==> src/rtl/scsd_pkg.sv <==
// ----------------------------------------------------------------------------
// scsd_pkg
// Shared constants and types for the sine/cosine series block.
// ----------------------------------------------------------------------------
`default_nettype none

package scsd_pkg;

  localparam int unsigned LAST_TERM_DEF = 20;
  localparam int unsigned FRAC_BITS_DEF = 30;

  localparam int unsigned ANGLE_W  = 32;
  localparam int unsigned RESULT_W = 32;
  localparam int unsigned Q_OUT    = 30;

  // one full turn in Q16.16 degrees
  localparam int unsigned RED_W        = 25;
  localparam logic [RED_W-1:0] DEG_FULL = 25'd23592960;
  localparam int unsigned REDUCE_STEPS = 7;

  // pi * 2^32, rounded to nearest
  localparam int unsigned PI_W       = 34;
  localparam logic [PI_W-1:0] PI32   = 34'h3_243F_6A89;
  localparam int unsigned RAD_SCALE  = 48;
  localparam logic [6:0] HALF_180    = 7'd90;

  // exact floor division by reciprocal: dividends below 2^48, divisors below 2^12
  localparam int unsigned RECIP_SHIFT = 60;
  localparam int unsigned RECIP_W     = 60;
  localparam logic [63:0] RECIP_180   = ((64'd1 << RECIP_SHIFT) + 64'd179) / 64'd180;

  localparam int unsigned OPND_W = 64;
  localparam int unsigned PROD_W = 128;

  typedef struct packed {
    logic              start;
    logic [OPND_W-1:0] a;
    logic [OPND_W-1:0] b;
  } mul_req_t;

  typedef struct packed {
    logic              done;
    logic [PROD_W-1:0] p;
  } mul_rsp_t;

endpackage

`default_nettype wire

==> src/rtl/scsd_in_if.sv <==
// ----------------------------------------------------------------------------
// scsd_in_if
// Input channel: one angle per beat.
// ----------------------------------------------------------------------------
`default_nettype none

interface scsd_in_if;
  logic                                valid;
  logic                                ready;
  logic signed [scsd_pkg::ANGLE_W-1:0] angle_deg;

  modport source (output valid, output angle_deg, input ready);
  modport sink (input valid, input angle_deg, output ready);
endinterface

`default_nettype wire

==> src/rtl/scsd_out_if.sv <==
// ----------------------------------------------------------------------------
// scsd_out_if
// Output channel: sine and cosine per beat.
// ----------------------------------------------------------------------------
`default_nettype none

interface scsd_out_if;
  logic                                 valid;
  logic                                 ready;
  logic signed [scsd_pkg::RESULT_W-1:0] sine_value;
  logic signed [scsd_pkg::RESULT_W-1:0] cosine_value;

  modport source (output valid, output sine_value, output cosine_value, input ready);
  modport sink (input valid, input sine_value, input cosine_value, output ready);
endinterface

`default_nettype wire

==> src/rtl/scsd_mul.sv <==
// ----------------------------------------------------------------------------
// scsd_mul
// Iterative 64 x 64 unsigned multiplier over one shared 32 x 32 multiplier,
// four partial products accumulated into a 128-bit register.
// ----------------------------------------------------------------------------
`default_nettype none

module scsd_mul (
  input  logic               clk_i,
  input  logic               rst_ni,
  input  scsd_pkg::mul_req_t req_i,
  output scsd_pkg::mul_rsp_t rsp_o
);

  localparam int unsigned OW = scsd_pkg::OPND_W;
  localparam int unsigned PW = scsd_pkg::PROD_W;
  localparam int unsigned HW = OW / 2;
  localparam logic [1:0] CNT_LAST = 2'd3;

  logic [OW-1:0]   a_q, b_q;
  logic [1:0]      cnt_q;
  logic            busy_q;
  logic            pp_vld_q;
  logic            pp_last_q;
  logic            done_q;
  logic [1:0]      pp_sh_q;
  logic [2*HW-1:0] pp_q;
  logic [PW-1:0]   acc_q;

  logic [HW-1:0]   a_half, b_half;
  logic [PW-1:0]   pp_ext;

  always_comb begin
    a_half = cnt_q[1] ? a_q[OW-1:HW] : a_q[HW-1:0];
    b_half = cnt_q[0] ? b_q[OW-1:HW] : b_q[HW-1:0];
    pp_ext = {{(PW-2*HW){1'b0}}, pp_q} << (HW * pp_sh_q);
  end

  always_ff @(posedge clk_i or negedge rst_ni) begin
    if (!rst_ni) begin
      busy_q    <= 1'b0;
      cnt_q     <= '0;
      pp_vld_q  <= 1'b0;
      pp_last_q <= 1'b0;
      done_q    <= 1'b0;
    end else if (req_i.start) begin
      busy_q    <= 1'b1;
      cnt_q     <= '0;
      pp_vld_q  <= 1'b0;
      pp_last_q <= 1'b0;
      done_q    <= 1'b0;
    end else begin
      done_q    <= pp_vld_q && pp_last_q;
      pp_vld_q  <= busy_q;
      pp_last_q <= busy_q && (cnt_q == CNT_LAST);
      if (busy_q) begin
        cnt_q <= cnt_q + 2'd1;
        if (cnt_q == CNT_LAST) begin
          busy_q <= 1'b0;
        end
      end
    end
  end

  always_ff @(posedge clk_i) begin
    if (req_i.start) begin
      a_q   <= req_i.a;
      b_q   <= req_i.b;
      acc_q <= '0;
    end else begin
      if (busy_q) begin
        pp_q    <= a_half * b_half;
        pp_sh_q <= {1'b0, cnt_q[1]} + {1'b0, cnt_q[0]};
      end
      if (pp_vld_q) begin
        acc_q <= acc_q + pp_ext;
      end
    end
  end

  assign rsp_o.done = done_q;
  assign rsp_o.p    = acc_q;

endmodule

`default_nettype wire

==> src/rtl/sine_cosine_degrees_series_top.sv <==
// ----------------------------------------------------------------------------
// sine_cosine_degrees_series_top
// Sine and cosine of a Q16.16 angle in degrees by Maclaurin series,
// results in Q2.30 clamped to plus or minus one.
// ----------------------------------------------------------------------------
//  channel  dir  beat contents
//  in_i     in   angle_deg (signed Q16.16)
//  out_o    out  sine_value, cosine_value (signed Q2.30)
//
//  Each product goes through the shared 32 x 32 multiplier; a series term
//  takes four products, and the modulo-360 reduction takes seven steps.
//  The input is ready only while idle; a finished beat waits in the output
//  register and a new angle is taken meanwhile. Reset is asynchronous.
// ----------------------------------------------------------------------------
`default_nettype none

module sine_cosine_degrees_series_top #(
  parameter int unsigned LAST_TERM = scsd_pkg::LAST_TERM_DEF,
  parameter int unsigned FRAC_BITS = scsd_pkg::FRAC_BITS_DEF
) (
  input  logic              clk_i,
  input  logic              rst_ni,
  scsd_in_if.sink           in_i,
  scsd_out_if.source        out_o
);

  localparam int unsigned RW      = FRAC_BITS + 3;
  localparam int unsigned R2W     = FRAC_BITS + 6;
  localparam int unsigned TW      = FRAC_BITS + 8;
  localparam int unsigned XW      = FRAC_BITS + 13;
  localparam int unsigned AW      = FRAC_BITS + 11;
  localparam int unsigned KW      = $clog2(LAST_TERM + 1);
  localparam int unsigned TBL_N   = 2 * LAST_TERM + 1;
  localparam int unsigned JW      = $clog2(TBL_N);
  localparam int unsigned HALF_W  = $clog2((TBL_N - 1) * TBL_N);
  localparam int unsigned RCNT_W  = $clog2(scsd_pkg::REDUCE_STEPS);
  localparam int unsigned RAD_SH  = scsd_pkg::RAD_SCALE - FRAC_BITS;
  localparam int unsigned OW      = scsd_pkg::OPND_W;
  localparam int unsigned PW      = scsd_pkg::PROD_W;
  localparam int unsigned RSW     = scsd_pkg::RESULT_W;

  typedef enum logic [3:0] {
    ST_IDLE,
    ST_REDUCE,
    ST_RAD_MUL,
    ST_RAD_DIV,
    ST_SQR,
    ST_TERM,
    ST_SIN_MUL,
    ST_SIN_DIV,
    ST_COS_MUL,
    ST_COS_DIV,
    ST_FINISH
  } state_e;

  state_e                 state_q;
  logic                   issued_q;
  logic [31:0]            mag_q;
  logic                   neg_q;
  logic [RCNT_W-1:0]      rcnt_q;
  logic [RW-1:0]          rad_q;
  logic [R2W-1:0]         rad2_q;
  logic [XW-1:0]          x_q;
  logic [TW-1:0]          ts_q, tc_q;
  logic                   ts_neg_q, tc_neg_q;
  logic signed [AW-1:0]   acc_s_q, acc_c_q;
  logic [KW-1:0]          k_q;
  logic                   out_valid_q;
  logic [RSW-1:0]         sine_q, cosine_q;

  logic [scsd_pkg::RECIP_W-1:0] recip_tbl [TBL_N];
  logic [HALF_W-1:0]            half_tbl [TBL_N];

  scsd_pkg::mul_req_t     mul_req;
  scsd_pkg::mul_rsp_t     mul_rsp;

  logic [31:0]                  deg_sh;
  logic [scsd_pkg::RED_W-1:0]   red_w;
  logic [JW-1:0]                j_sin, j_cos, j_sel;
  logic                         mul_state;
  logic [PW-1:0]                p_rnd;
  logic [XW-1:0]                n_w;
  logic signed [AW-1:0]         ts_ext, tc_ext;
  logic                         out_hs;

  for (genvar g = 0; g < TBL_N; g++) begin : g_div
    localparam longint unsigned DIV_G = (g == 0) ? 2 : g * (g + 1);
    localparam logic [63:0] RCP_G =
        ((64'd1 << scsd_pkg::RECIP_SHIFT) + 64'(DIV_G) - 64'd1) / 64'(DIV_G);
    assign recip_tbl[g] = RCP_G[scsd_pkg::RECIP_W-1:0];
    assign half_tbl[g]  = HALF_W'(DIV_G / 2);
  end

  function automatic logic [RSW-1:0] sat_scale(input logic signed [AW-1:0] acc);
    logic signed [AW-1:0] one;
    logic signed [AW-1:0] c;
    one = $signed(AW'(1) << FRAC_BITS);
    c   = acc;
    priority if (acc > one) begin
      c = one;
    end else if (acc < -one) begin
      c = -one;
    end
    return RSW'(c) << (scsd_pkg::Q_OUT - FRAC_BITS);
  endfunction

  always_comb begin
    deg_sh = 32'(scsd_pkg::DEG_FULL) << rcnt_q;
    red_w  = (neg_q && (mag_q != 32'd0))
           ? scsd_pkg::DEG_FULL - mag_q[scsd_pkg::RED_W-1:0]
           : mag_q[scsd_pkg::RED_W-1:0];
    j_sin  = JW'({k_q + KW'(1), 1'b0});
    j_cos  = JW'({k_q, 1'b1});
    j_sel  = ((state_q == ST_SIN_MUL) || (state_q == ST_SIN_DIV)) ? j_sin : j_cos;
    p_rnd  = mul_rsp.p + (PW'(1) << (FRAC_BITS - 1));
    n_w    = p_rnd[FRAC_BITS +: XW] + XW'(half_tbl[j_sel]);
    ts_ext = $signed(AW'(ts_q));
    tc_ext = $signed(AW'(tc_q));
    out_hs = out_valid_q && out_o.ready;

    mul_state = 1'b1;
    mul_req.a = '0;
    mul_req.b = '0;
    unique case (state_q)
      ST_RAD_MUL: begin
        mul_req.a = OW'(red_w);
        mul_req.b = OW'(scsd_pkg::PI32);
      end
      ST_RAD_DIV: begin
        mul_req.a = OW'(x_q);
        mul_req.b = OW'(scsd_pkg::RECIP_180);
      end
      ST_SQR: begin
        mul_req.a = OW'(rad_q);
        mul_req.b = OW'(rad_q);
      end
      ST_SIN_MUL: begin
        mul_req.a = OW'(ts_q);
        mul_req.b = OW'(rad2_q);
      end
      ST_COS_MUL: begin
        mul_req.a = OW'(tc_q);
        mul_req.b = OW'(rad2_q);
      end
      ST_SIN_DIV, ST_COS_DIV: begin
        mul_req.a = OW'(x_q);
        mul_req.b = OW'(recip_tbl[j_sel]);
      end
      default: begin
        mul_state = 1'b0;
      end
    endcase
    mul_req.start = mul_state && !issued_q;
  end

  scsd_mul u_mul (
    .clk_i  (clk_i),
    .rst_ni (rst_ni),
    .req_i  (mul_req),
    .rsp_o  (mul_rsp)
  );

  always_ff @(posedge clk_i or negedge rst_ni) begin
    if (!rst_ni) begin
      state_q     <= ST_IDLE;
      issued_q    <= 1'b0;
      mag_q       <= '0;
      neg_q       <= 1'b0;
      rcnt_q      <= '0;
      rad_q       <= '0;
      rad2_q      <= '0;
      x_q         <= '0;
      ts_q        <= '0;
      tc_q        <= '0;
      ts_neg_q    <= 1'b0;
      tc_neg_q    <= 1'b0;
      acc_s_q     <= '0;
      acc_c_q     <= '0;
      k_q         <= '0;
      out_valid_q <= 1'b0;
      sine_q      <= '0;
      cosine_q    <= '0;
    end else begin
      if (out_hs && (state_q != ST_FINISH)) begin
        out_valid_q <= 1'b0;
      end
      if (mul_req.start) begin
        issued_q <= 1'b1;
      end
      unique case (state_q)
        ST_IDLE: begin
          if (in_i.valid) begin
            mag_q   <= in_i.angle_deg[31] ? 32'(-in_i.angle_deg) : 32'(in_i.angle_deg);
            neg_q   <= in_i.angle_deg[31];
            rcnt_q  <= RCNT_W'(scsd_pkg::REDUCE_STEPS - 1);
            state_q <= ST_REDUCE;
          end
        end
        ST_REDUCE: begin
          if (mag_q >= deg_sh) begin
            mag_q <= mag_q - deg_sh;
          end
          rcnt_q <= rcnt_q - RCNT_W'(1);
          if (rcnt_q == '0) begin
            state_q <= ST_RAD_MUL;
          end
        end
        ST_RAD_MUL: begin
          if (issued_q && mul_rsp.done) begin
            issued_q <= 1'b0;
            x_q      <= mul_rsp.p[RAD_SH +: XW] + XW'(scsd_pkg::HALF_180);
            state_q  <= ST_RAD_DIV;
          end
        end
        ST_RAD_DIV: begin
          if (issued_q && mul_rsp.done) begin
            issued_q <= 1'b0;
            rad_q    <= mul_rsp.p[scsd_pkg::RECIP_SHIFT +: RW];
            state_q  <= ST_SQR;
          end
        end
        ST_SQR: begin
          if (issued_q && mul_rsp.done) begin
            issued_q <= 1'b0;
            rad2_q   <= p_rnd[FRAC_BITS +: R2W];
            ts_q     <= TW'(rad_q);
            ts_neg_q <= 1'b0;
            tc_q     <= TW'(1) << FRAC_BITS;
            tc_neg_q <= 1'b0;
            acc_s_q  <= '0;
            acc_c_q  <= '0;
            k_q      <= '0;
            state_q  <= ST_TERM;
          end
        end
        ST_TERM: begin
          acc_s_q <= ts_neg_q ? acc_s_q - ts_ext : acc_s_q + ts_ext;
          acc_c_q <= tc_neg_q ? acc_c_q - tc_ext : acc_c_q + tc_ext;
          if (k_q == KW'(LAST_TERM)) begin
            state_q <= ST_FINISH;
          end else begin
            state_q <= ST_SIN_MUL;
          end
        end
        ST_SIN_MUL: begin
          if (issued_q && mul_rsp.done) begin
            issued_q <= 1'b0;
            x_q      <= n_w;
            state_q  <= ST_SIN_DIV;
          end
        end
        ST_SIN_DIV: begin
          if (issued_q && mul_rsp.done) begin
            issued_q <= 1'b0;
            ts_q     <= mul_rsp.p[scsd_pkg::RECIP_SHIFT +: TW];
            ts_neg_q <= !ts_neg_q;
            state_q  <= ST_COS_MUL;
          end
        end
        ST_COS_MUL: begin
          if (issued_q && mul_rsp.done) begin
            issued_q <= 1'b0;
            x_q      <= n_w;
            state_q  <= ST_COS_DIV;
          end
        end
        ST_COS_DIV: begin
          if (issued_q && mul_rsp.done) begin
            issued_q <= 1'b0;
            tc_q     <= mul_rsp.p[scsd_pkg::RECIP_SHIFT +: TW];
            tc_neg_q <= !tc_neg_q;
            k_q      <= k_q + KW'(1);
            state_q  <= ST_TERM;
          end
        end
        ST_FINISH: begin
          if (!out_valid_q || out_o.ready) begin
            sine_q      <= sat_scale(acc_s_q);
            cosine_q    <= sat_scale(acc_c_q);
            out_valid_q <= 1'b1;
            state_q     <= ST_IDLE;
          end
        end
        default: begin
          state_q <= ST_IDLE;
        end
      endcase
    end
  end

  assign in_i.ready         = (state_q == ST_IDLE);
  assign out_o.valid        = out_valid_q;
  assign out_o.sine_value   = sine_q;
  assign out_o.cosine_value = cosine_q;

endmodule

`default_nettype wire

==> src/flat_wrapper.sv <==
// flat-port wrapper written by rule: the top's interface ports become plain ports
module sine_cosine_degrees_series_top_flat 
#(
  parameter int unsigned LAST_TERM = scsd_pkg::LAST_TERM_DEF,
  parameter int unsigned FRAC_BITS = scsd_pkg::FRAC_BITS_DEF
)
  (clk_i, rst_ni, in_i_valid, in_i_angle_deg, in_i_ready, out_o_valid, out_o_sine_value, out_o_cosine_value, out_o_ready);
  scsd_in_if in_i_i ();
  scsd_out_if out_o_i ();
  input  logic clk_i;
  input  logic rst_ni;
  input wire logic [$bits(in_i_i.valid)-1:0] in_i_valid;
  input wire logic [$bits(in_i_i.angle_deg)-1:0] in_i_angle_deg;
  output wire logic [$bits(in_i_i.ready)-1:0] in_i_ready;
  output wire logic [$bits(out_o_i.valid)-1:0] out_o_valid;
  output wire logic [$bits(out_o_i.sine_value)-1:0] out_o_sine_value;
  output wire logic [$bits(out_o_i.cosine_value)-1:0] out_o_cosine_value;
  input wire logic [$bits(out_o_i.ready)-1:0] out_o_ready;
  assign in_i_i.valid = in_i_valid;
  assign in_i_i.angle_deg = in_i_angle_deg;
  assign in_i_ready = in_i_i.ready;
  assign out_o_valid = out_o_i.valid;
  assign out_o_sine_value = out_o_i.sine_value;
  assign out_o_cosine_value = out_o_i.cosine_value;
  assign out_o_i.ready = out_o_ready;
  sine_cosine_degrees_series_top #(.LAST_TERM(LAST_TERM), .FRAC_BITS(FRAC_BITS)) u_core (.clk_i(clk_i), .rst_ni(rst_ni), .in_i(in_i_i), .out_o(out_o_i));
endmodule
==> config.mk <==
export PLATFORM = sky130hd
export DESIGN_NAME = sine_cosine_degrees_series_top_flat
export DESIGN_NICKNAME = d
export VERILOG_FILES = /design/src/rtl/scsd_pkg.sv /design/src/rtl/scsd_in_if.sv /design/src/rtl/scsd_out_if.sv /design/src/rtl/scsd_mul.sv /design/src/rtl/sine_cosine_degrees_series_top.sv /design/src/flat_wrapper.sv
export SDC_FILE = /design/constraint.sdc
export NUM_CORES = 2
export LEC_CHECK = 0
export CORE_UTILIZATION = 25
export DETAILED_ROUTE_END_ITERATION = 10
export DONT_BUFFER_PORTS = 1
export GPL_ROUTABILITY_DRIVEN = 0
export PLACE_DENSITY = 0.47
export RECOVER_POWER = 50
export SETUP_SLACK_MARGIN = 0.1
export SKIP_CTS_REPAIR_TIMING = 1
export SLEW_MARGIN = 10
export SYNTH_ARGS = -nofsm -noshare
export SYNTH_HDL_FRONTEND = slang
export SYNTH_SLANG_ARGS = --single-unit
==> constraint.sdc <==
create_clock -name clk_i -period 10 [get_ports clk_i]
set_clock_uncertainty 0.05 [all_clocks]
set_input_delay 1 -clock clk_i [delete_from_list [all_inputs] [get_ports clk_i]]
set_output_delay 1 -clock clk_i [all_outputs]
set_load 0.02 [all_outputs]
==> impl_metrics.ini <==
[critical_path]
crit_path_end_kind = flop
cpMostUsedCell = fa_1
cp_data_required_time_ns = 10.37
rr_worst_depth = 29
slowest_stage = dfrtp_4
critPathMaxFanout = 31
crit_arrival_ns = 9.86
max_stage_delay_ns = 0.76
cp-start-kind = flop
crit_type = flop to flop

[die]
coreArea_um2 = 308800
start_util_pct = 25.15
die_y_um = 559.4
die_area_um2 = 312900
die_x_um = 559.4
num_rows = 204
io_pins = 102

[detailed_routing]
first_iter_violations = 6963
vias = 66660
antenna_left = 0
drc_errors = 3
postRouteWirelength_mm = 316.5
dr.pass1.iters = 11
vias_per_cell = 5.145
drt-wirelength-per-cell_um = 24.43

[sta]
period_needed_ns = 9.487
hold_viol_final = 0
fin_crit_sh_pct = 94.87
hold_ws_ns = 0.2769
slew_viol_final = 938
tightestPinTransition_ns = 7.966
timing.slew.headroom_pct = -431.1
fin_ws_ns = 0.5127
rsz0062_at_grt = no
fmax_ghz = 0.1054
setup_viol = 0
finalSetupTns_ns = 0

[logic_synthesis]
syn_area_per_cell_um2 = 8.634
synth-seq-cells = 655
ys.warnings.count = 0
yosysTopAreaCell = fa_1
synth.top_cell.area_share_pct = 23.20
synthFlopType = dfrtp_1
seq_area_frac_synth_pct = 21.55
synth_cell_types = 97
syn_inst = 8996
synth_edf_count = 168
synth_nets = 10430
async_flop_share_pct = 59.39
synth_area_um2 = 77670
yosys-top-cells-area = fa_1, dfrtp_1, ha_1, edfxtp_1, nor2_1

[clocking]
clock_sinks = 655
htreeDepth = 3
clockBufferDepth = 3
clk_latency_ns = 0.71
clk_pin_slew_ns = 0.06
clock-root-buffer = clkbuf_16
cts_made_buffers = 77
cts_tree = done

[placement]
pre_cts_slack_ns = 0.1180
hpwl_mm = 251.4
place_area_um2 = 82850
port_buffers = 0

[global_routing]
overflow = 0
antenna_found_initial = 23
grt_max_degree = 390
grt_pass1_wl_mm = 465.3
grt.total_usage_pct = 19.90
first_global_vias = 67180

[status]
status = finished, violations left
violations = DRC, capacitance limit, slew limit

[finish]
final_cell_mix = nor2_1, inv_1, nand2_1
area_growth_pct = 10.06
drive_above_1_share_pct = 5.830
stdcell_area_um2 = 85480
fin_nets = 10200
final_common_cell = nor2_1

[job]
maxCapViolCount = 17

[hold_path]
hold_class = input port to async pin
==> cell families (layout without fill, tap and decap cells) <==
| family | count (synthesis) | in the layout | synth area share [%] |
|---|---|---|---|
| buffers and inverters | 1567 | 1405 | 7.641 |
| XOR/XNOR | 472 | 472 | 5.323 |
| AO/OA/AOI/OAI | 1773 | 1773 | 14.57 |
| AND/OR/NAND/NOR | 2881 | 2881 | 16.36 |
| other | 0 | 3 | 0 |
| adder cells (fa/ha/maj) | 1395 | 1395 | 31.17 |
| multiplexers | 253 | 253 | 3.380 |
| flip-flops | 655 | 655 | 21.55 |
==> Yosys cell counts (135+ instances only) <==
cell and number:
edfxtp_1 168, a21oi_1 504, nand3_1 141, xnor2_1 319
o21ai_0 462, xor2_1 153, a22o_1 135, nor2_1 1123
clkbuf_1 474, mux2i_1 179, ha_1 495, inv_1 1032
fa_1 900, nand2_1 969, dfrtp_1 389
==> metal layers <==
| layer | wire (um) | track usage, % | up-vias |
|---|---|---|---|
| li1 | - | - | 29490 |
| met1 | 131900 | 25.98 | 33620 |
| met2 | 142900 | 32.07 | 2930 |
| met3 | 26390 | 3.993 | 601 |
| met4 | 15210 | 8.054 | 24 |
| met5 | 182 | 0 | - |
==> critical path, delay by kind of cell, from the launching register on <==
kind                     cells  cell delay [ns]
adder cells (fa/ha/maj)      9             4.33
flip-flops                   1             0.76
AND/OR/NAND/NOR              3             0.39
buffers and inverters        8             1.15
multiplexers                 1             0.53
AO/OA/AOI/OAI                7             1.85
XOR/XNOR                     1             0.15
==> final cells by class <==
cell class | instances | area [um2]
fill | 33140 | 223400
clock inverter | 42 | 558.0
clock buffer | 100 | 2053
antenna | 3 | 7.507
tap | 4120 | 5155
inverter | 1037 | 3894
multi-input combinational | 6774 | 55320
timing repair buffer | 226 | 1739
sequential | 655 | 16750
==> state kept, by name, summed over array words and instances (netlist names), 2 cells and up, named ones only <==
signal,count
u_core.x_q,43
u_core.rcnt_q,3
u_core.u_mul.pp_q,64
u_core.u_mul.cnt_q,2
u_core.ts_q,38
u_core.k_q,5
u_core.out_o.sine_value,32
u_core.u_mul.pp_sh_q,2
u_core.u_mul.acc_q,98
u_core.rad2_q,36
u_core.u_mul.a_q,43
u_core.u_mul.b_q,59
u_core.acc_s_q,41
u_core.rad_q,33
u_core.state_q,4
u_core.mag_q,32
u_core.acc_c_q,41
u_core.tc_q,38
u_core.out_o.cosine_value,32
==> stage by stage <==
step                std cells  util, %
global route            12960    27.68
finish                  12960    27.68
CTS                     12950    27.67
global placement        12800    26.82
floorplan                8996        -
detailed placement      12800    26.82
==> path summary, 6_finish.rpt <==
check | startpoint | endpoint | slack, ns
min in group clk_i | in_i_angle_deg[31] | u_core.neg_q | 0.41
worst max register to register | u_core.u_mul.cnt_q[1] | u_core.u_mul.pp_q[58] | 0.51
worst max-delay path | u_core.u_mul.cnt_q[1] | u_core.u_mul.pp_q[58] | 0.51
worst min-delay path | rst_ni | u_core.acc_c_q[31] | 0.28
max in group asynchronous | rst_ni | u_core.acc_s_q[23] | 2.10
worst min register to register | u_core.rad2_q[6] | u_core.rad2_q[6] | 0.43
Power is left out: the tool's default activity adds up to more than one toggle a clock period on the data nets, which glitch-free logic cannot reach.
